### config.mk
export PLATFORM = sky130hd
export DESIGN_NAME = mrh_ram
export DESIGN_NICKNAME = d
export VERILOG_FILES = /design/src/design/mrh_ram.sv
export SDC_FILE = /design/constraint.sdc
export NUM_CORES = 1
export LEC_CHECK = 0
export BUFFER_PORTS_ARGS = -buffer_cell sky130_fd_sc_hd__buf_4
export CORE_MARGIN = 4
export CORE_UTILIZATION = 40
export CTS_CLUSTER_SIZE = 40
export DETAILED_ROUTE_END_ITERATION = 16
export GPL_TIMING_DRIVEN = 0
export PLACE_DENSITY = 0.69
export SETUP_SLACK_MARGIN = 0.15
export SLEW_MARGIN = 20
export SYNTH_ARGS = -nofsm -noshare
export SYNTH_HDL_FRONTEND = slang
export SYNTH_SLANG_ARGS = --single-unit
### constraint.sdc
create_clock -name clk -period 2.15 [get_ports clk]
set_input_delay 0.5375 -clock clk [delete_from_list [all_inputs] [get_ports clk]]
set_output_delay 0.5375 -clock clk [all_outputs]
set_load 0.01 [all_outputs]
### src/design/mrh_ram.sv
module mrh_ram #(
  parameter int WIDTH     = 8,
  parameter int DEPTH     = 16,
  parameter int ADDR_BITS = 4
) (
  input  logic                 clk,
  input  logic                 we,
  input  logic [ADDR_BITS-1:0] waddr,
  input  logic [WIDTH-1:0]     wdata,
  input  logic [ADDR_BITS-1:0] raddr,
  output logic [WIDTH-1:0]     rdata
);

  logic [WIDTH-1:0] mem [DEPTH];

  always_ff @(posedge clk) begin
    if (we) mem[waddr] <= wdata;
    rdata <= mem[raddr];
  end

endmodule

Word-level counts from Yosys, hierarchy flattened
Memory sizes are Yosys's and may differ from the RTL's. A register that Yosys moved wholly into a read port is not among the register bits.
Index checks and enable logic that the tools add are counted.
{"block": "op_classes", "mux": 2}
{"op": "2-to-1 mux 1 bit", "count": 2}
{"block": "totals", "out_inout_bits": 8, "word_cells": 3, "ramBits": 128, "register_bits": 0, "mem_count": 1}
{"memory": "mem", "depth": 16, "width": 8, "rd": 1, "rd_clocked_by_memory_dff": 1, "wr": 1, "line": "14", "source": "logic [WIDTH-1:0] mem [DEPTH];"}

Longest topological paths before layout
Gate-level depths: netlist (run 1).
{"block": "logic_depth", "ltp_word": 2, "ltp_mapped": 5, "mapped_depth_nobuf": 3}

Worst setup path before layout (run 1)
OpenSTA, ideal clock, no wires.
{"block": "synth_path", "kind": "input to register", "from": "input waddr[2]", "to": "memory mem[0][0], enable pin", "path_stages": 2, "setup_slack_ns": 0.120, "setup_ns": 0.383, "n_path_buf": 0, "t_arrival_ns": 1.647, "required_time_ns": 1.767, "cell_sequence": "or3b_2 -> nor3_1"}
{"element": "start: declaration", "line": "8", "source": "input logic [ADDR_BITS-1:0] waddr,"}
{"element": "end: declaration", "line": "14"}
No word-level cell before the write port.

Worst setup path after layout (run 1)
{"block": "layout_path", "from": "input waddr[2]", "to": "memory mem[2][0], enable pin"}
No word-level cell before the write port.

==> impl_metrics.py, run 1 <==
metrics = {
    "setup_path": {
        "critPathCapture": "mem[2][0]$_DFFE_PP_",
        "cp.required_ns": 2.18,
        "cp-startpoint": "waddr[2]",
        "worst_setup_path_end_kind": "register",
        "crit-reg2reg-launch": "mem[15][0]$_DFFE_PP_",
        "path_max_fanout": 8,
        "crit_arrival_ns": 1.85,
        "rr_worst_depth": 3,
        "critPathKind": "in -> reg",
        "r2r-end": "rdata[0]$_DFF_P_",
        "start_kind": "primary input",
        "r2r_setup_slack_ns": 0.74,
    },
    "yosys": {
        "ys_warn_count": 0,
        "synth-edff-count": 128,
        "ys_async_sr_fraction_pct": 0,
        "yosysUniqueCellTypes": 19,
        "syn-num-nets": 247,
        "netlist_area_sq_um": 5147,
        "yosysSeqAreaShare_pct": 77.78,
        "synth_common_cells": "128 x edfxtp_1, 18 x mux4_2, 16 x a22oi_1",
        "synth_flop_cell": "edfxtp_1",
        "ys_ff_latch": 136,
        "synth_top_area_share_pct": 74.67,
        "synthesis.instances": 229,
        "yosysMostFrequentCell": "edfxtp_1",
        "synthTopCellsByArea": "edfxtp_1 75%, mux4_2 7.9%, mux4_1 7.1%",
        "synth_area_leader_cell": "edfxtp_1",
        "syn_area_per_cell_sq_um": 22.48,
    },
    "sta": {
        "fin_worst_skew_ns": 0.009528,
        "fin_hold_ws_ns": 0.4523,
        "hold_viol_final": 0,
        "rsz0062_at_grt": "false",
        "period_needed_ns": 1.822,
        "max_freq_mhz": 548.9,
        "slew-limit-headroom_pct": 43.28,
        "finalSetupViolCount": 0,
        "fin_crit_sh_pct": 84.73,
        "tightest_slew_ns": 0.8477,
        "slew_violations": 0,
        "setup_tns_ns": 0,
    },
    "grt": {
        "busiest_layer": "met1",
        "grtUsageMet2_pct": 21.31,
        "antenna_found_initial": 0,
        "use_met3_pct": 4.755,
        "grt_util_all_layers_pct": 14.83,
        "grt_use_met1_pct": 21.57,
        "global_route.overflow_total": 0,
        "grt_pass1_vias": 2495,
        "grt_max_degree": 17,
        "grt_pass1_wl_mm": 15.36,
    },
    "routing": {
        "detail_route.iter0.violations": 193,
        "detail-route-antenna-nets": 0,
        "avgViaCountPerCell": 5.221,
        "drtPass1Iterations": 4,
        "vias": 2386,
        "drc_errors": 0,
        "finalWirelength_mm": 9.929,
        "wl_per_cell_microns": 21.73,
    },
    "final_layout": {
        "layout-drive-gt1-share_pct": 28.77,
        "layoutNonFillerInstCount": 457,
        "antenna_cells": 0,
        "area_growth_pct": 18.69,
        "nNetsFinal": 290,
        "fin_util_pct": 48.41,
    },
    "pwr": {
        "peakVddDrop_mv": 0.5366,
        "combPwrFrac_pct": 5.1,
        "seqPwrFrac_pct": 49.7,
        "power_density_nw_per_um2": 981.2,
        "leakage_nw": 2.026,
        "power.internal_mw": 4.785,
        "p_clk_share_pct": 45.2,
        "switching_share_pct": 20.19,
        "p_sw_mw": 1.210,
    },
    "floorplanning": {
        "chipHeight_microns": 121.4,
        "die_x_microns": 121.4,
        "placeableCoreArea_sq_um": 12620,
        "die_area_sq_um": 14750,
        "start_util_pct": 40.79,
        "rows": 41,
        "io_pins": 26,
    },
    "hold_path": {
        "hp-class": "in -> reg",
    },
    "placement": {
        "hpwl_mm": 6.065,
        "port_buffers": 24,
        "place_inst": 425,
        "place_congestion": 0.7168,
    },
    "clocking": {
        "ctsResizeCount": 0,
        "cts_setup_buffers": 0,
        "clk_latency_ns": 0.41,
        "cts_tree": "built",
        "hold_buffers": 0,
        "cts_max_path_buffers": 2,
        "cts_root_buffer": "clkbuf_16",
        "cts_htree_levels": 4,
        "cts_made_buffers": 17,
        "clkSlewWorstSetupHoldPaths_ns": 0.05,
        "cts_sinks": 136,
    },
    "run_status": {
        "status": "finished, final reports clean",
    },
    "flow_run": {
        "maxCapViolCount": 0,
    },
}
==> logic make-up after synthesis <==
| group | synth area share [%] |
|---|---|
| AO/OA/AOI/OAI | 2.334 |
| multiplexers | 15.02 |
| buffers and inverters | 1.677 |
| flip-flops | 77.78 |
| AND/OR/NAND/NOR | 3.184 |
==> per-layer routing <==
layer / vias up / routed length, microns
li1: 1061 / -
met1: 1241 / 4549
met2: 73 / 4669
met3: 11 / 635
met4: 0 / 75
met5: - / 0
==> worst max-delay path: stages <==
cell    delay, ns
buf_4        0.12
or3b_2       0.53
nor2_1       0.66
==> area by class of cell <==
type                       instances  area, sq um
clock inverter                    11        106.4
clock buffer                      21        440.4
multi-input combinational         83         1077
fill                            1028         6510
timing repair buffer              24        180.2
sequential                       136         4004
tap                              172        215.2
buffer                            10        86.33
==> power groups by stage <==
| stage | Clock, mW | Sequential, mW | Combinational [mW] |
|---|---|---|---|
| global route | 2.86 | 2.99 | 0.330 |
| finish | 2.71 | 2.98 | 0.306 |
| floorplan | 0 | 3.04 | 0.151 |
| detailed placement | 0 | 3.03 | 0.308 |
| global placement | 0 | 3.03 | 0.299 |
| CTS | 2.73 | 2.98 | 0.310 |
==> flip-flops by register name (all words and copies together) (netlist names) <==
signal	cells
mem	128
rdata	8
==> placed cells by master, fill, tap and decap left out, drive strengths merged, types with 3 or more instances in the layout <==
master,n
nor2,13
a22oi,16
nor3,4
dfxtp,8
clkbuf,21
buf,31
nand2,9
clkdlybuf4s25,3
edfxtp,128
mux4,32
clkinv,7
==> stage by stage <==
stage	power [mW]	cell area (sq um)	setup slack [ns]
after floorplan	3.191	5152	0.3464
after global placement	3.329	5548	-0.1495
after detailed placement	3.341	5563	-0.08589
after CTS	6.026	6110	0.3214
after global routing	6.174	6110	0.2877
final	5.995	6110	0.3282
==> worst min-delay path by stage <==
stage	start	endpoint	slack, ns	depth (start not counted)
after floorplan	mem[7][0]$_DFFE_PP_	rdata[0]$_DFF_P_	0.63	3
after detailed placement	mem[8][2]$_DFFE_PP_	rdata[2]$_DFF_P_	0.68	3
final	wdata[6]	mem[4][6]$_DFFE_PP_	0.45	1
after global placement	mem[11][2]$_DFFE_PP_	rdata[2]$_DFF_P_	0.66	3
after global routing	wdata[4]	mem[4][4]$_DFFE_PP_	0.45	1
after CTS	wdata[4]	mem[5][4]$_DFFE_PP_	0.44	1
No activity file was read; power rests on OpenSTA's default activity.
==> inputs of run 2 (changes only) <==
PLACE_DENSITY = 0.67   (was 0.69)
clock period = 1.8 ns   (was 2.15 ns; I/O delays follow)
==> impl_metrics.py, run 2 (synthesis gave the netlist of run 1 again) <==
metrics = {
    "sta": {
        "max_freq_mhz": 641.4,
        "tightest_slew_ns": 0.7992,
        "fin_worst_skew_ns": 0.006312,
        "slew_violations": 0,
        "period_needed_ns": 1.559,
        "fin_crit_sh_pct": 86.62,
        "finalSetupViolCount": 0,
        "fin_hold_ws_ns": 0.3592,
        "setup_tns_ns": 0,
        "slew-limit-headroom_pct": 46.53,
        "hold_viol_final": 0,
        "rsz0062_at_grt": "false",
    },
    "final_layout": {
        "largest-register": "mem",
        "top_regs": "mem x128, rdata x8",
        "layoutNonFillerInstCount": 457,
        "area_growth_pct": 19.83,
        "layout_commonest_cell": "edfxtp_1",
        "layout-drive-gt1-share_pct": 30.53,
        "fin_util_pct": 48.88,
        "fillCellCount": 1053,
        "antenna_cells": 0,
        "nNetsFinal": 290,
        "layout_common_cells": "128 x edfxtp_1, 25 x buf_4, 18 x mux4_2",
        "largest_register_ffs": 128,
    },
    "routing": {
        "detail_route.iter0.violations": 198,
        "finalWirelength_mm": 9.648,
        "drtPass1Iterations": 4,
        "detail-route-antenna-nets": 0,
        "avgViaCountPerCell": 5.149,
        "vias": 2353,
        "drc_errors": 0,
        "wl_per_cell_microns": 21.11,
    },
    "placement": {
        "place_congestion": 0.7267,
        "port_buffers": 24,
        "place_inst": 425,
        "hpwl_mm": 6.122,
    },
    "pwr": {
        "leakage_nw": 2.050,
        "power_density_nw_per_um2": 1192,
        "peakVddDrop_mv": 0.4673,
        "total_power_mw": 7.355,
    },
    "setup_path": {
        "start_kind": "primary input",
        "path_max_fanout": 8,
        "crit_chain": "buf_4, or3b_2, nor2_2",
        "critical_path.top_delay_family": "simple AND/OR/NAND/NOR gates",
        "slowest_delay_ns": 0.58,
        "crit_path_top_delay_cell": "or3b_2",
        "cp.depth": 3,
        "worst_setup_path_end_kind": "register",
        "rr_worst_depth": 3,
        "critPathKind": "in -> reg",
        "path_buf_inv": 1,
        "cp-startpoint": "waddr[2]",
        "crit-reg2reg-launch": "mem[9][0]$_DFFE_PP_",
        "r2r_setup_slack_ns": 0.40,
        "cp.required_ns": 1.85,
        "crit_arrival_ns": 1.60,
        "r2r-end": "rdata[0]$_DFF_P_",
        "critPathCapture": "mem[2][5]$_DFFE_PP_",
    },
    "clocking": {
        "cts_made_buffers": 17,
        "cts_setup_buffers": 0,
        "cts_tree": "built",
        "cts_htree_levels": 4,
        "cts_max_path_buffers": 2,
        "clk_latency_ns": 0.41,
        "clkSlewWorstSetupHoldPaths_ns": 0.06,
        "cts_sinks": 136,
        "cts_root_buffer": "clkbuf_16",
    },
    "floorplanning": {
        "io_pins": 26,
        "placeableCoreArea_sq_um": 12620,
        "rows": 41,
        "start_util_pct": 40.79,
        "die_x_microns": 121.4,
        "die_area_sq_um": 14750,
        "chipHeight_microns": 121.4,
    },
    "grt": {
        "antenna_found_initial": 0,
        "global_route.overflow_total": 0,
        "grt_util_all_layers_pct": 14.38,
        "grt_max_degree": 17,
        "grt_pass1_vias": 2375,
        "grt_pass1_wl_mm": 14.67,
    },
    "hold_path": {
        "hp-class": "in -> reg",
        "hold_depth": 1,
    },
    "flow_run": {
        "maxCapViolCount": 0,
    },
    "run_status": {
        "status": "finished, final reports clean",
    },
}
-- run 2: cell count changes in the layout (fill, tap and decap cells not counted), moves of 2 or more --
cell      delta
nor2_1       -3
nor2_2       +3
clkbuf_8     +2
clkinv_1     -2
-- run 2: routing by layer --
metal / vias up / routed length [microns] / GRT usage, %
met4: 0 / 243 / 6.793
met3: 16 / 540 / 3.963
met5: - / 0 / 0
met2: 69 / 4488 / 19.90
met1: 1210 / 4376 / 21.11
li1: 1058 / - / -
-- run 2: worst min-delay path by stage --
stage                                    start  slack, ns              endpoint
after global placement    mem[11][1]$_DFFE_PP_       0.66      rdata[1]$_DFF_P_
final                                 wdata[6]       0.36  mem[14][6]$_DFFE_PP_
after floorplan                       wdata[0]       0.55   mem[0][0]$_DFFE_PP_
after detailed placement  mem[11][1]$_DFFE_PP_       0.67      rdata[1]$_DFF_P_
after global routing                  wdata[5]       0.36   mem[6][5]$_DFFE_PP_
after CTS                             wdata[5]       0.35  mem[15][5]$_DFFE_PP_
-- run 2: cell type report --
type                       instances  area (sq um)  share of cell area, %
buffer                            10         86.33                  1.400
clock buffer                      23         467.9                  7.586
clock inverter                     9         123.9                  2.008
multi-input combinational         83          1091                  17.69
sequential                       136          4004                  64.91
tap                              172         215.2                  3.489
timing repair buffer              24         180.2                  2.921
-- run 2: worst reg2reg max path: stages (launching register included) --
cell and delay, ns:
edfxtp_1 0.37, mux4_2 0.46, a22oi_1 0.33, nand2_1 0.11
-- run 2: timing repair --
action                                  CTS  global route
resized for setup                         4             0
hold buffers                              0             0
endpoints found under the setup margin   32             0
-- run 2: report_power, final --
group          internal [mW]  switching [mW]
combinational          0.163           0.204
sequential              3.54          0.0169
clock                   2.24            1.19
total                   5.94            1.41
-- run 2: metrics by stage --
step                instance area (sq um)  setup WS [ns]
floorplan                            5152        0.08385
global placement                     5548        -0.4138
detailed placement                   5563        -0.3682
CTS                                  6168         0.2564
global route                         6168         0.1925
finish                               6168         0.2409
